## src/rtl/rai_pkg.sv

```systemverilog
`timescale 1ns / 1ps
// ============================================================================
// rai_pkg
// Shared types and constants for the register ALU instruction group.
// ============================================================================
package rai_pkg;

    localparam int unsigned REG_W   = 8;
    localparam int unsigned ADDR_W  = 4;
    localparam int unsigned PC_W    = 16;
    localparam int unsigned INSTR_W = 16;
    localparam int unsigned OUT_W   = 32;

    localparam logic [ADDR_W-1:0] FLAG_REG = 4'hF;
    localparam logic [PC_W-1:0]   PC_RESET = 16'h0200;
    localparam logic [PC_W-1:0]   PC_STEP  = 16'h0002;

    // Operation nibble codes.
    localparam logic [3:0] OP_MOV = 4'h0;
    localparam logic [3:0] OP_OR  = 4'h1;
    localparam logic [3:0] OP_AND = 4'h2;
    localparam logic [3:0] OP_XOR = 4'h3;
    localparam logic [3:0] OP_ADD = 4'h4;
    localparam logic [3:0] OP_SUB = 4'h5;
    localparam logic [3:0] OP_SHR = 4'h6;
    localparam logic [3:0] OP_SBN = 4'h7;
    localparam logic [3:0] OP_SHL = 4'hE;

    localparam logic STAT_OK  = 1'b0;
    localparam logic STAT_BAD = 1'b1;

    typedef struct packed {
        logic              status;
        logic [REG_W-1:0]  res;
        logic              flag;
        logic              wflag;
    } t_alu_res;

    typedef struct packed {
        logic              we;
        logic [ADDR_W-1:0] addr;
        logic [REG_W-1:0]  data;
    } t_wr_req;

endpackage

```

## src/rtl/rai_regfile.sv

```systemverilog
`timescale 1ns / 1ps
// ============================================================================
// rai_regfile
// General register memory: two registered read ports, one write port.
// Per-entry valid bits make never-written registers read as zero.
// ============================================================================
module rai_regfile
    import rai_pkg::*;
(
    input  logic              i_clk,
    input  logic              i_rst_n,
    input  logic              i_rd_en,
    input  logic [ADDR_W-1:0] i_rd_addr_x,
    input  logic [ADDR_W-1:0] i_rd_addr_y,
    input  t_wr_req           i_wr,
    output logic [REG_W-1:0]  o_rd_x,
    output logic [REG_W-1:0]  o_rd_y
);

    logic [REG_W-1:0]        r_mem [2**ADDR_W];
    logic [2**ADDR_W-1:0]    r_vld;
    logic [REG_W-1:0]        r_rd_x;
    logic [REG_W-1:0]        r_rd_y;
    logic                    r_vx;
    logic                    r_vy;

    always_ff @(posedge i_clk) begin
        if (i_wr.we) begin
            r_mem[i_wr.addr] <= i_wr.data;
        end
        if (i_rd_en) begin
            r_rd_x <= r_mem[i_rd_addr_x];
            r_rd_y <= r_mem[i_rd_addr_y];
        end
    end

    always_ff @(posedge i_clk) begin
        if (!i_rst_n) begin
            r_vld <= '0;
            r_vx  <= 1'b0;
            r_vy  <= 1'b0;
        end else begin
            if (i_wr.we) begin
                r_vld[i_wr.addr] <= 1'b1;
            end
            if (i_rd_en) begin
                r_vx <= r_vld[i_rd_addr_x];
                r_vy <= r_vld[i_rd_addr_y];
            end
        end
    end

    assign o_rd_x = r_vx ? r_rd_x : '0;
    assign o_rd_y = r_vy ? r_rd_y : '0;

endmodule

```

## src/rtl/rai_alu.sv

```systemverilog
`timescale 1ns / 1ps
// ============================================================================
// rai_alu
// Eight-bit ALU for the 8XYN operations, with flag generation.
// ============================================================================
module rai_alu
    import rai_pkg::*;
(
    input  logic [3:0]       i_op,
    input  logic [REG_W-1:0] i_vx,
    input  logic [REG_W-1:0] i_vy,
    output t_alu_res         o_res
);

    logic [REG_W:0] w_sum;
    logic [REG_W:0] w_dxy;
    logic [REG_W:0] w_dyx;

    assign w_sum = {1'b0, i_vx} + {1'b0, i_vy};
    assign w_dxy = {1'b0, i_vx} - {1'b0, i_vy};
    assign w_dyx = {1'b0, i_vy} - {1'b0, i_vx};

    always_comb begin
        o_res = '{status: STAT_OK, res: '0, flag: 1'b0, wflag: 1'b0};
        unique case (i_op)
            OP_MOV: o_res.res = i_vy;
            OP_OR:  o_res.res = i_vx | i_vy;
            OP_AND: o_res.res = i_vx & i_vy;
            OP_XOR: o_res.res = i_vx ^ i_vy;
            OP_ADD: begin
                o_res.res   = w_sum[REG_W-1:0];
                o_res.flag  = w_sum[REG_W];
                o_res.wflag = 1'b1;
            end
            // Borrow shows in the top bit; the flag is its inverse.
            OP_SUB: begin
                o_res.res   = w_dxy[REG_W-1:0];
                o_res.flag  = ~w_dxy[REG_W];
                o_res.wflag = 1'b1;
            end
            OP_SHR: begin
                o_res.res   = {1'b0, i_vx[REG_W-1:1]};
                o_res.flag  = i_vx[0];
                o_res.wflag = 1'b1;
            end
            OP_SBN: begin
                o_res.res   = w_dyx[REG_W-1:0];
                o_res.flag  = ~w_dyx[REG_W];
                o_res.wflag = 1'b1;
            end
            OP_SHL: begin
                o_res.res   = {i_vx[REG_W-2:0], 1'b0};
                o_res.flag  = i_vx[REG_W-1];
                o_res.wflag = 1'b1;
            end
            default: o_res.status = STAT_BAD;
        endcase
    end

endmodule

```

## src/rtl/register_alu_instruction_group.sv

```systemverilog
`timescale 1ns / 1ps
// ============================================================================
// register_alu_instruction_group
// Executes 8XYN register ALU instructions against a 16 x 8 register memory.
// ============================================================================
// Pipeline: register read, then execute, write back and output register.
// Throughput: one instruction per cycle while the result side accepts; a
// read-after-write hazard between adjacent instructions is resolved by
// forwarding, so there are no bubbles.
// Reset: synchronous, active low; registers read as zero, PC is 0x0200, and
// the pipeline and output register are emptied.
module register_alu_instruction_group
    import rai_pkg::*;
(
    input  logic               i_clk,
    input  logic               i_rst_n,
    input  logic               s_axis_tvalid,
    output logic               s_axis_tready,
    input  logic [INSTR_W-1:0] s_axis_tdata,  // [15:0] instruction
    output logic               m_axis_tvalid,
    input  logic               m_axis_tready,
    // [0] status, [16:1] next_pc, [24:17] dest_value, [25] flag_value,
    // [26] flag_written, [31:27] zero
    output logic [OUT_W-1:0]   m_axis_tdata
);

    logic               r_s1_vld;
    logic [INSTR_W-1:0] r_s1_instr;
    logic               r_ov;
    logic [OUT_W-1:0]   r_out;
    logic [PC_W-1:0]    r_pc;
    logic [REG_W-1:0]   r_vf;
    t_wr_req            r_fwd;

    logic               n_s1_vld;
    logic [PC_W-1:0]    n_pc;
    logic [REG_W-1:0]   n_vf;
    t_wr_req            n_fwd;

    logic               w_s1_move;
    logic               w_accept_slot;
    logic               w_commit;
    logic [ADDR_W-1:0]  w_x;
    logic [ADDR_W-1:0]  w_y;
    logic [REG_W-1:0]   w_rd_x;
    logic [REG_W-1:0]   w_rd_y;
    logic [REG_W-1:0]   w_vx;
    logic [REG_W-1:0]   w_vy;
    t_alu_res           w_alu;
    t_wr_req            w_wr;
    logic               w_ok;

    assign w_s1_move     = !r_ov || m_axis_tready;
    assign w_accept_slot = !r_s1_vld || w_s1_move;
    assign s_axis_tready = w_accept_slot;
    assign w_commit      = r_s1_vld && w_s1_move;

    rai_regfile u_regfile (
        .i_clk       (i_clk),
        .i_rst_n     (i_rst_n),
        .i_rd_en     (w_accept_slot),
        .i_rd_addr_x (s_axis_tdata[11:8]),
        .i_rd_addr_y (s_axis_tdata[7:4]),
        .i_wr        (w_wr),
        .o_rd_x      (w_rd_x),
        .o_rd_y      (w_rd_y)
    );

    assign w_x = r_s1_instr[11:8];
    assign w_y = r_s1_instr[7:4];

    // V15 lives in its own register. The memory read missed the write of the
    // instruction just ahead, so that write is forwarded.
    always_comb begin
        priority if (w_x == FLAG_REG) begin
            w_vx = r_vf;
        end else if (r_fwd.we && r_fwd.addr == w_x) begin
            w_vx = r_fwd.data;
        end else begin
            w_vx = w_rd_x;
        end
        priority if (w_y == FLAG_REG) begin
            w_vy = r_vf;
        end else if (r_fwd.we && r_fwd.addr == w_y) begin
            w_vy = r_fwd.data;
        end else begin
            w_vy = w_rd_y;
        end
    end

    rai_alu u_alu (
        .i_op  (r_s1_instr[3:0]),
        .i_vx  (w_vx),
        .i_vy  (w_vy),
        .o_res (w_alu)
    );

    assign w_ok = (w_alu.status == STAT_OK);

    always_comb begin
        w_wr.we   = w_commit && w_ok && (w_x != FLAG_REG);
        w_wr.addr = w_x;
        w_wr.data = w_alu.res;

        n_pc = r_pc;
        n_vf = r_vf;
        if (w_commit && w_ok) begin
            n_pc = r_pc + PC_STEP;
            if (w_alu.wflag) begin
                n_vf = {{(REG_W-1){1'b0}}, w_alu.flag};
            end else if (w_x == FLAG_REG) begin
                n_vf = w_alu.res;
            end
        end

        n_fwd = r_fwd;
        if (w_accept_slot) begin
            n_fwd = w_wr;
        end

        n_s1_vld = r_s1_vld;
        if (w_accept_slot) begin
            n_s1_vld = s_axis_tvalid;
        end
    end

    always_ff @(posedge i_clk) begin
        if (!i_rst_n) begin
            r_s1_vld <= 1'b0;
            r_ov     <= 1'b0;
            r_pc     <= PC_RESET;
            r_vf     <= '0;
            r_fwd    <= '0;
        end else begin
            r_s1_vld <= n_s1_vld;
            r_pc     <= n_pc;
            r_vf     <= n_vf;
            r_fwd    <= n_fwd;
            if (w_s1_move) begin
                r_ov <= r_s1_vld;
            end
        end
    end

    always_ff @(posedge i_clk) begin
        if (w_accept_slot) begin
            r_s1_instr <= s_axis_tdata;
        end
        if (w_commit) begin
            if (w_ok) begin
                r_out <= {5'b0, w_alu.wflag, w_alu.flag, w_alu.res, n_pc, STAT_OK};
            end else begin
                r_out <= {5'b0, 1'b0, 1'b0, {REG_W{1'b0}}, r_pc, STAT_BAD};
            end
        end
    end

    assign m_axis_tvalid = r_ov;
    assign m_axis_tdata  = r_out;

    // Only a committed, valid instruction moves the program counter.
    a_pc_step: assert property (@(posedge i_clk) disable iff (!i_rst_n)
        (w_commit && w_ok) |=> (r_pc == $past(r_pc) + PC_STEP))
        else $error("program counter did not advance by two");

    a_pc_hold: assert property (@(posedge i_clk) disable iff (!i_rst_n)
        !(w_commit && w_ok) |=> $stable(r_pc))
        else $error("program counter changed without a committed instruction");

    a_bad_clean: assert property (@(posedge i_clk) disable iff (!i_rst_n)
        (m_axis_tvalid && m_axis_tdata[0] == STAT_BAD) |->
            (m_axis_tdata[26:17] == '0))
        else $error("unknown operation reported nonzero results");

    a_no_wr_stall: assert property (@(posedge i_clk) disable iff (!i_rst_n)
        (r_s1_vld && !w_s1_move) |-> !w_wr.we)
        else $error("register write while the pipeline is stalled");

endmodule

```

## config.mk

```make
export PLATFORM = sky130hd
export DESIGN_NAME = register_alu_instruction_group
export DESIGN_NICKNAME = d
export VERILOG_FILES = /design/src/rtl/rai_pkg.sv /design/src/rtl/rai_regfile.sv /design/src/rtl/rai_alu.sv /design/src/rtl/register_alu_instruction_group.sv
export SDC_FILE = /design/constraint.sdc
export NUM_CORES = 1
export LEC_CHECK = 0
export BUFFER_PORTS_ARGS = -buffer_cell sky130_fd_sc_hd__buf_2
export CAP_MARGIN = 30
export CORE_MARGIN = 4
export CORE_UTILIZATION = 45
export CTS_CLUSTER_SIZE = 12
export DETAILED_ROUTE_END_ITERATION = 10
export PLACE_DENSITY = 0.71
export SYNTH_ARGS = -nofsm -noshare
export SYNTH_HDL_FRONTEND = slang
export SYNTH_SLANG_ARGS = --single-unit
```

## constraint.sdc

```tcl
create_clock -name i_clk -period 8.55 [get_ports i_clk]
set_clock_uncertainty 0.2 [all_clocks]
set_input_delay 1.2825 -clock i_clk [delete_from_list [all_inputs] [get_ports i_clk]]
set_output_delay 1.2825 -clock i_clk [all_outputs]
set_load 0.02 [all_outputs]
```

==> metrics.md, run 1 <==
| Metric | Value |
|---|---|
| Status | `finished clean` |
| Crit-path max FO | `18` |
| Final Slew Violations | `0` |
| Final setup violation count | `0` |
| Clock transition at the registers of the reported paths | `0.06 ns` |
| Slowest stage cell on the critical path | `nand4_1` |
| Fmax achieved | `roughly 0.20 GHz` |
| Worst-Skew Late Latency | `0.54 ns` |
| Pin count of the biggest net entering global routing | `46` |
| Htree depth | `1` |
| Syn Inst Count | `871` |
| Clk pwr share | `40.7%` |
| Root Driver | `clkbuf_16` |
| Unrepaired setup endpoints after global routing | `false` |
| Crit end category | `register` |
| Initial detailed-routing violation count | `around 800` |
| Sequential fraction of the synthesis area | `54.0%` |
| Die Y-Extent | `roughly 170 um` |
| Placer Congestion | `0.894` |
| Net Sw Frac | `between 20% and 30%` |
| Cell area after synthesis | `0.0122 mm^2` |
| IO buf count | `43` |
| Hold Path Class | `reg2reg` |
| CTS tree | `yes` |
| First-pass GRT wire length | `roughly 47000 um` |
| Final Hold Fails | `0` |
| Vias in the first global route | `8116` |
| Fin nets | `977` |
| Int Pwr | `1.95 mW` |
| PD cells | `around 190 mW/mm^2` |
| Top cells by area, synth | `edfxtp_1 (45%), mux4_2 (17%), dfxtp_1 (9.2%)` |
| Max stage delay on crit path | `0.64 ns` |
| Post-CTS sizing | `0` |
| Flop pwr share | `51.3%` |
| Simple-gate portion of the synthesized area | `9.42%` |
| Asr flop ratio synth | `0%` |
| Final worst path period share | `57.3%` |
| CP bufs+invs | `1` |
| Postcts setup bufs | `0` |
| GR Util All Layers | `between 10% and 20%` |
| Layout area overhead | `11.3%` |
| Post-cts hold buffer count | `0` |
| Synth Area in XOR/XNOR | `between 1.5 and 2%` |
| Rows | `59` |
| Synth Flop Type | `edfxtp_1` |
| Pleak | `4.87 nW` |
| Syn. warnings | `0` |
| Logic pwr share | `8.0%` |
| Cts bufs inserted | `25` |
| Setup crit start kind | `register` |
| Vias/cell | `6.22` |
| Residual DRC | `0` |
| GRT overflow | `0` |
| Final Core Density | `51.5%` |
| Total Wirelength | `29600 um` |
| Largest family of logic cells by synthesized area | `multiplexers` |
| Ports | `54` |
| ANT nets after route | `0` |
| Post-detail-place hpwl | `19800 um` |
| Initial antenna violation count | `0` |
| WP data arrival | `a little over 5 ns` |
| Synth Area in Adders | `3.98%` |
| N_diodes | `0` |
| Yosys top cell area share | `around 45%` |
| Count of flip-flops with a built-in enable after synthesis | `182` |
| Register bit total from synthesis | `238` |
| Post-synthesis mux area share | `17.0%` |
| NetSw | `roughly 0.58 mW` |
| Compound-Gate Fraction of Synth Area | `a little over a tenth` |
| Fin worst setup slack | `3.65 ns` |
| Synthesized area per cell | `14.0 um^2` |
| Starting Density | `46.3%` |
| Clock tree buffer depth | `3` |
| Worst path cell trace | `xnor2_1, and3_1, a21oi_2, a221o_1, inv_1, fa_1, nand3b_1, and2_1, o21ai_0, o311ai_0, a21oi_1, nand4_1, o21ba_2` |
| Slew @ Worst Pin | `roughly 1 ns` |
| Rel. slew slack | `31.6%` |
| CP delay by family, top | `compound AO/OA/AOI/OAI gates` |
| Post-synth cell types | `84` |
| Final TNS setup | `0 ns` |
| Sink Count | `238` |
| Setup WS pre-CTS | `3.80 ns` |
| Max-Cap Viols | `0` |
| Die area | `0.0298 mm^2` |
| Share of layout cells above drive strength 1 | `23.9%` |
| Critical path class | `reg2reg` |
| WL/cell | `23.3 um` |
| Drt first pass iters | `5` |
| VDD IR max | `approximately 0.15 mV` |
| Tmin final | `4.90 ns` |
| Placed inst area | `0.0128 mm^2` |
| Die W | `173 um` |
| WP data required | `~9 ns` |
| Core footprint | `0.0264 mm^2` |
| Yosys top cell by area | `edfxtp_1` |
| Vias | `7916` |
| Post-Layout Inst Area | `0.0136 mm^2` |
path summary, 6_finish.rpt:
kind / from / end / slack, ns / depth (start not counted)
setup / recovery: r_s1_instr[8] / r_fwd[6] / 3.65 / 13
setup reg to reg: r_s1_instr[8] / r_fwd[6] / 3.65 / 13
hold / removal: u_regfile.r_vld[7] / u_regfile.r_vld[7] / 0.29 / 1
hold reg to reg: u_regfile.r_vld[7] / u_regfile.r_vld[7] / 0.29 / 1
cells in the final DEF (no fill, tap or decap), types with 14 or more instances in the layout:
cell type and count:
o21ai_0 28, a21oi_1 34, nor2_1 43, xnor2_1 19, clkbuf_1 14, dfxtp_1 56
edfxtp_1 182, and2_1 21, nand3_1 15, o21a_1 17, buf_2 43, nand2_1 42
buf_4 20, inv_1 28, conb_1 14, mux4_2 90, nor3_1 16, ha_1 34
clkbuf_16 25
stage by stage:
step           hold WS [ns]  std cells  total power [mW]
2_1_floorplan         0.242        884              1.46
6_report              0.290       1273              2.53
3_3_place_gp          0.258       1221              1.52
3_5_place_dp          0.277       1227              1.52
5_1_grt               0.301       1273              2.62
4_1_cts               0.292       1272              2.55
layer usage:
metal / global-route usage (%) / part of all wire, % / up-vias
met4: 6.42 / 3.1 / 0
met1: 25.4 / 40 / 3999
met5: 0 / 0 / -
met3: 3.17 / 6.6 / 61
met2: 34.0 / 50 / 348
li1: - / - / 3508
cells by family (layout without fill, tap and decap cells):
logic type,count (synthesis),after routing
and+or+nand+nor,211,211
AOI/OAI and AO/OA,176,176
buffers and inverters,89,143
other,1,14
adders and majority gates,37,37
DFF,238,238
xor gates and xnor gates,24,24
muxes,95,95
synth_stat cells, types with 12 or more instances:
cell and instances:
o21ai_0 28, nor3_1 16, edfxtp_1 182, mux4_2 90
ha_1 34, clkbuf_1 30, nand3_1 15, nand2b_1 12
dfxtp_1 56, xnor2_1 19, o21a_1 17, buf_2 13
and2_1 21, nand2_1 42, inv_1 29, a21oi_1 34
nor2_1 44
power groups by stage:
stage / combinational [mW] / clock [mW] / sequential [mW]
floorplan: 0.148 / 0 / 1.32
global placement: 0.197 / 0 / 1.32
detailed placement: 0.200 / 0 / 1.32
CTS: 0.201 / 1.05 / 1.30
global route: 0.219 / 1.10 / 1.30
finish: 0.202 / 1.03 / 1.30
final cells by class:
| cell class | instances | area, um^2 |
|---|---|---|
| multi-input cells | 557 | 5260 |
| repair buffers | 68 | 430 |
| clock buffers | 41 | 706 |
| fillers | 2185 | 12800 |
| well taps | 335 | 419 |
| inverters | 30 | 113 |
| flip-flops and latches | 238 | 6590 |
| clock inverters | 4 | 67.6 |
flip-flops by register name, indices dropped and copies added (netlist names):
signal,flops
r_vf,8
u_regfile.r_vx,1
m_axis_tdata,26
u_regfile.r_rd_y,8
r_s1_vld,1
r_s1_instr,12
u_regfile.r_vld,16
u_regfile.r_mem,128
u_regfile.r_vy,1
r_pc,15
r_fwd,13
m_axis_tvalid,1
u_regfile.r_rd_x,8
(Power assumes the default switching activity.)
==> inputs of run 2 (changes only) <==
Settings changed: PLACE_DENSITY 0.71 to 0.74.
Clock period 8.55 ns to 4.3 ns, I/O delays scaled along.
==> run 2 against run 1 <==
Cell count increased by 3.2%; non-clock buffer count increased by 40; fmax increased by 18%; sequential cell count unchanged; sequential power increased by 98%; critical path depth increased by 1; via count increased by 2.4%; total power increased by 100%; core utilization increased by 1.2 points; sequential share of layout area decreased by 1.1 points; routed wire length increased by 2.5%; first-iteration DRC count increased by 18%; largest cell class unchanged.
==> metrics.md, run 2 (synthesis gave the netlist of run 1 again) <==
| Metric | Value |
|---|---|
| Status | `finished clean` |
| Root Driver | `clkbuf_16` |
| Die W | `173 um (unchanged)` |
| Initial antenna violation count | `0 (unchanged)` |
| Final Power | `5.10 mW (+100%)` |
| Crit end category | `register` |
| Die area | `0.0298 mm^2 (unchanged)` |
| Placer Congestion | `0.937 (+4.8%)` |
| Worst hold endpoint | `r_s1_instr[0]` |
| Setup WS pre-CTS | `0.182 ns (-3.62 ns)` |
| Post-detail-place hpwl | `20200 um (+2.4%)` |
| Die Y-Extent | `173 um (unchanged)` |
| VDD IR max | `0.300 mV (+110%)` |
| Starting Density | `46.3% (unchanged)` |
| Final Slew Violations | `0 (unchanged)` |
| Pleak | `5.08 nW (+4.3%)` |
| IO buf count | `43 (unchanged)` |
| Worst path cell trace | `and4_1, and2_0, a41oi_1, nand2_1, ha_1, fa_1, nor2b_1, o21ai_0, a221oi_1, a21oi_1, a31oi_1, nand4_1, buf_4, a22o_1` |
| Unrepaired setup endpoints after global routing | `false` |
| Clock tree buffer depth | `3 (unchanged)` |
| Most frequent cells in the layout | `edfxtp_1 (182), mux4_2 (90), buf_4 (64)` |
| Hold path start | `s_axis_tdata[0]` |
| Max stage delay on crit path | `0.49 ns (-0.15 ns)` |
| Post-cts hold buffer count | `0 (unchanged)` |
| ANT nets after route | `0 (unchanged)` |
| Layout area overhead | `13.9%` |
| Max FFs per register | `128 (unchanged)` |
| Post-Layout Inst Area | `0.0139 mm^2 (+2.3%)` |
| Cts bufs inserted | `25 (unchanged)` |
| Slowest stage cell on the critical path | `edfxtp_1` |
| Max-Cap Viols | `0 (unchanged)` |
| Vias/cell | `6.17 (-0.78%)` |
| Final Hold Fails | `0 (unchanged)` |
| Ports | `54 (unchanged)` |
| Drt first pass iters | `5 (unchanged)` |
| Rows | `59 (unchanged)` |
| GR Util All Layers | `19.9% (+0.33 points)` |
| Sink Count | `238 (unchanged)` |
| Final setup violation count | `0 (unchanged)` |
| Residual DRC | `0 (unchanged)` |
| Fmax achieved | `0.242 GHz (+18%)` |
| Hold Path Class | `in2reg` |
| N_diodes | `0 (unchanged)` |
| Slew @ Worst Pin | `1.02 ns (-0.00294 ns)` |
| Most common cell after layout, fill and taps aside | `edfxtp_1` |
| Share of layout cells above drive strength 1 | `27.3% (+3.4 points)` |
| R2r setup slk | `0.17 ns (-3.49 ns)` |
| First-pass GRT wire length | `47000 um (+1.0%)` |
| Setup crit start kind | `register` |
| WP data required | `4.52 ns (-4.24 ns)` |
| RR Endpoint | `r_vf[6]` |
| Initial detailed-routing violation count | `949 (+18%)` |
| Worst-Skew Late Latency | `0.55 ns (about the same)` |
| Pin count of the biggest net entering global routing | `46 (unchanged)` |
| Rel. slew slack | `31.8% (+0.20 points)` |
| Final TNS setup | `0 ns (unchanged)` |
| Fin nets | `1017 (+4.1%)` |
| Vias in the first global route | `8052 (-0.79%)` |
| Placed inst area | `0.0131 mm^2 (+2.3%)` |
| Vias | `8107 (+2.4%)` |
| FF-to-FF Start | `r_s1_instr[10]` |
| Final worst path period share | `96.1% (+39 points)` |
| Final hold slack | `0.0812 ns (-0.209 ns)` |
| PD cells | `367 mW/mm^2 (+97%)` |
| CTS tree | `yes` |
| Largest Register | `u_regfile.r_mem` |
| Htree depth | `1 (unchanged)` |
| Core footprint | `0.0264 mm^2 (unchanged)` |
| Clock transition at the registers of the reported paths | `0.06 ns (about the same)` |
| Tmin final | `4.13 ns (-0.762 ns)` |
| Fin worst setup slack | `0.166 ns (-3.49 ns)` |
| Hold Path Stages | `1 (unchanged)` |
| Critical path class | `reg2reg` |
| R2R cell count | `14 (+1)` |
| # fillers | `2128 (-2.6%)` |
| WL/cell | `23.1 um (-0.66%)` |
| WP data arrival | `4.36 ns (-0.75 ns)` |
| Crit-path max FO | `18 (unchanged)` |
| Total Wirelength | `30400 um (+2.5%)` |
| GRT overflow | `0 (unchanged)` |
==> run 2: worst max path at each step <==
stage,to,startpoint,slack [ns]
3_5_place_dp,r_vf[7],r_s1_instr[7],0.18
4_1_cts,r_vf[7],r_s1_instr[7],0.15
5_1_grt,r_vf[6],r_s1_instr[10],0.02
6_report,r_vf[6],r_s1_instr[10],0.17
3_3_place_gp,r_vf[5],r_s1_instr[7],0.20
2_1_floorplan,r_fwd[5],r_s1_instr[7],0.32
==> run 2: power by group <==
part | internal, mW | switching, mW
logic | 0.180 | 0.258
clock network | 1.21 | 0.883
registers | 2.54 | 0.0338
==> run 2: layer usage <==
| metal | track usage, % | share of wire [%] | up-vias |
|---|---|---|---|
| met1 | 26.2 | 40 | 4047 |
| met2 | 34.4 | 50 | 396 |
| met4 | 6.65 | 3.7 | 0 |
| met3 | 2.97 | 6.6 | 84 |
| met5 | 0 | 0 | - |
| li1 | - | - | 3580 |
==> run 2: worst max-delay path: cells and delay by family (launching register included) <==
family / cells / cell delay [ns]
AO/OA/AOI/OAI: 6 / 1.22
adder cells (fa/ha/maj): 2 / 0.70
buffers and inverters: 1 / 0.23
flip-flops: 1 / 0.49
AND/OR/NAND/NOR: 5 / 1.16
==> run 2: repair_timing <==
action	in CTS	in global routing
setup buffers	0	1
resized for setup	0	4
endpoints found under the setup margin	0	55
==> run 2: layout make-up <==
cell class	instances	area [um^2]	share of cell area, %
Clock buffer	42	721	5.19
Clock inverter	4	63.8	0.459
Inverter	30	113	0.811
Multi-Input combinational cell	557	5270	38.0
Sequential cell	238	6590	47.4
Tap cell	335	419	3.02
Timing Repair Buffer	108	716	5.15
==> run 2: stage by stage <==
step	instances	util, %
after global placement	1267	49.6
final	1314	52.7
after detailed placement	1267	49.6
after global routing	1314	52.7
after floorplan	884	-
after CTS	1313	52.6
==> inputs of run 3 (changes only) <==
Settings changed: BUFFER_PORTS_ARGS -buffer_cell sky130_fd_sc_hd__buf_2 to default, DONT_BUFFER_PORTS from default to 1, PLACE_DENSITY 0.74 to 0.72.
==> run 3 against run 2 <==
Critical path type unchanged; sequential share of layout area up 0.99 points; total power down 3.3%; register-to-register slack about the same; cell count down 4.0%; clock-buffer cell count down 2; critical endpoint is now r_vf[5]; worst hold slack worse by 0.065 ns; sequential power about the same; via count down 3.6%.
==> metrics.md, run 3 (synthesis gave the netlist of run 1 again) <==
| Metric | Value |
|---|---|
| CTS tree | `yes` |
| Tmin final | `4.14 ns (+0.00194 ns)` |
| ANT nets after route | `0 (unchanged)` |
| Clk pwr share | `40.5% (-0.5 points)` |
| Slowest stage cell on the critical path | `edfxtp_1` |
| N_diodes | `0 (unchanged)` |
| Fmax achieved | `0.242 GHz (about the same)` |
| Core footprint | `0.0264 mm^2 (unchanged)` |
| First-pass GRT wire length | `45300 um (-3.6%)` |
| IO buf count | `0 (-100%)` |
| Pin count of the biggest net entering global routing | `47 (+2.2%)` |
| PD cells | `362 mW/mm^2 (-1.3%)` |
| Most common cell after layout, fill and taps aside | `edfxtp_1` |
| Initial antenna violation count | `0 (unchanged)` |
| Flop pwr share | `52.5% (+2.1 points)` |
| # fillers | `2099 (-1.4%)` |
| Most frequent cells in the layout | `edfxtp_1 (182), mux4_2 (90), dfxtp_1 (56)` |
| Starting Density | `46.3% (unchanged)` |
| Setup crit start kind | `register` |
| Share of layout cells above drive strength 1 | `23.0% (-4.3 points)` |
| Non-Filler Instances | `1261 (-4.0%)` |
| Die area | `0.0298 mm^2 (unchanged)` |
| Placed insts | `1209 (-4.6%)` |
| Total Wirelength | `29300 um (-3.7%)` |
| Residual DRC | `0 (unchanged)` |
| Htree depth | `1 (unchanged)` |
| Worst-Skew Late Latency | `0.53 ns (-0.02 ns)` |
| Hold Path Class | `in2reg` |
| Clock tree buffer depth | `3 (unchanged)` |
| Rel. slew slack | `47.4% (+16 points)` |
| Vias/cell | `6.20 (+0.44%)` |
| Vias in the first global route | `7629 (-5.3%)` |
| Crit-path max FO | `18 (unchanged)` |
| Clock transition at the registers of the reported paths | `0.06 ns (about the same)` |
| Final setup violation count | `0 (unchanged)` |
| Sink Count | `238 (unchanged)` |
| Die Y-Extent | `173 um (unchanged)` |
| Max FFs per register | `128 (unchanged)` |
| Crit end category | `register` |
| Most common cell on crit path | `buf_4` |
| Drt first pass iters | `5 (unchanged)` |
| Final TNS setup | `0 ns (unchanged)` |
| Cts bufs inserted | `25 (unchanged)` |
| Final Slew Violations | `0 (unchanged)` |
| Worst path cell trace | `xor2_1, nor3_4, and2_2, o211ai_1, o21ai_0, ha_1, buf_4, a21oi_1, nand2_1, o32a_1, a31o_2, o22ai_1, o2111ai_1, buf_4, a22o_1` |
| Int Pwr | `3.84 mW (-2.1%)` |
| WP data required | `4.51 ns (about the same)` |
| Placer Congestion | `0.920 (-1.8%)` |
| Footprint of the multi-input gates | `0.00530 mm^2 (+0.47%)` |
| Post-detail-place hpwl | `19500 um (-3.6%)` |
| Largest Register | `u_regfile.r_mem` |
| Rows | `59 (unchanged)` |
| Vias | `7814 (-3.6%)` |
| Layout area overhead | `11.6%` |
| Final Hold Fails | `0 (unchanged)` |
| GRT overflow | `0 (unchanged)` |
| Status | `finished clean` |
| Max-Cap Viols | `0 (unchanged)` |
| VDD IR max | `0.281 mV (-6.4%)` |
| GR Util All Layers | `19.2% (-0.73 points)` |
| Unrepaired setup endpoints after global routing | `false` |
| NetSw | `1.09 mW (-7.6%)` |
| Max stage delay on crit path | `0.43 ns (-0.06 ns)` |
| Pleak | `4.83 nW (-4.9%)` |
| WL/cell | `23.2 um (+0.36%)` |
| Critical path class | `reg2reg` |
| Root Driver | `clkbuf_16` |
| Logic pwr share | `7.1% (-1.5 points)` |
| Slew @ Worst Pin | `0.789 ns (-0.234 ns)` |
| WP data arrival | `4.35 ns (about the same)` |
| Die W | `173 um (unchanged)` |
| Initial detailed-routing violation count | `859 (-9.5%)` |
| FF/Latch Area | `0.00659 mm^2 (unchanged)` |
| Ports | `54 (unchanged)` |
| Fin nets | `965 (-5.1%)` |
| Net Sw Frac | `22.0% (-1.0 points)` |
| Final worst path period share | `96.2% (about the same)` |
-- run 3: cell types whose count changed in the layout (fill, tap and decap cells not counted), moves of 2 or more --
cell           previous run  this run
buf_2                    43         0
buf_4                    64        50
dlygate4sd3_1             0         4
clkbuf_1                 15        12
a221oi_2                  2         0
a221oi_4                  1         3
clkbuf_4                  0         2
-- run 3: what timing repair did --
| item | CTS | global route |
|---|---|---|
| setup endpoints to repair | 0 | 30 |
| gates resized for setup | 0 | 5 |
| buffers inserted | 0 | 1 |
| hold endpoints to repair | 3 | 1 |
| hold buffers | 3 | 1 |
-- run 3: metrics by stage --
step                      setup slack [ns]  power, mW  hold WS (ns)  cell area [um^2]  util, %
after floorplan                      0.323       2.91         0.242             12200        -
after detailed placement             0.151       2.97         0.271             12700     48.3
final                                0.164       4.93        0.0163             13600     51.6
after global routing               0.00884       5.10      0.000270             13600     51.6
after CTS                            0.119       4.96      0.000822             13500     51.3
after global placement               0.233       2.96         0.259             12700     48.3
-- run 3: final timing paths --
check | start | end | slack [ns] | depth (start not counted)
worst min register to register | u_regfile.r_vld[2] | u_regfile.r_vld[2] | 0.29 | 1
worst max-delay path | r_s1_instr[4] | r_vf[5] | 0.16 | 15
worst max register to register | r_s1_instr[4] | r_vf[5] | 0.16 | 15
worst min-delay path | s_axis_tdata[10] | r_s1_instr[10] | 0.02 | 0
-- run 3: area by class of cell --
class	count	share of cell area, %
well taps	335	3.08
clock buffers	40	5.22
repair buffers	55	3.20
inverters	30	0.828
multi-input cells	558	38.9
flip-flops and latches	238	48.4
clock inverters	5	0.331
-- run 3: worst max-delay path, delay by kind of cell, from the launching register on --
family	cells	cell delay, ns
AND/OR/NAND/NOR	3	0.48
buffers and inverters	2	0.39
AO/OA/AOI/OAI	8	1.79
adder cells (fa/ha/maj)	1	0.35
flip-flops	1	0.43
XOR/XNOR	1	0.39
-- run 3: power by group through the flow --
stage | logic [mW] | clock network (mW) | registers, mW
after floorplan | 0.295 | 0 | 2.62
after detailed placement | 0.334 | 0 | 2.63
after global placement | 0.329 | 0 | 2.63
after CTS | 0.338 | 2.03 | 2.58
after global routing | 0.374 | 2.13 | 2.59
final | 0.349 | 1.99 | 2.59
-- run 3: metal layers --
| layer | vias up | GRT usage (%) | wire, um |
|---|---|---|---|
| met2 | 354 | 33.3 | 14600 |
| met3 | 68 | 2.95 | 1930 |
| li1 | 3479 | - | - |
| met1 | 3913 | 25.6 | 11900 |
| met5 | - | 0 | 0 |
| met4 | 0 | 5.09 | 870 |
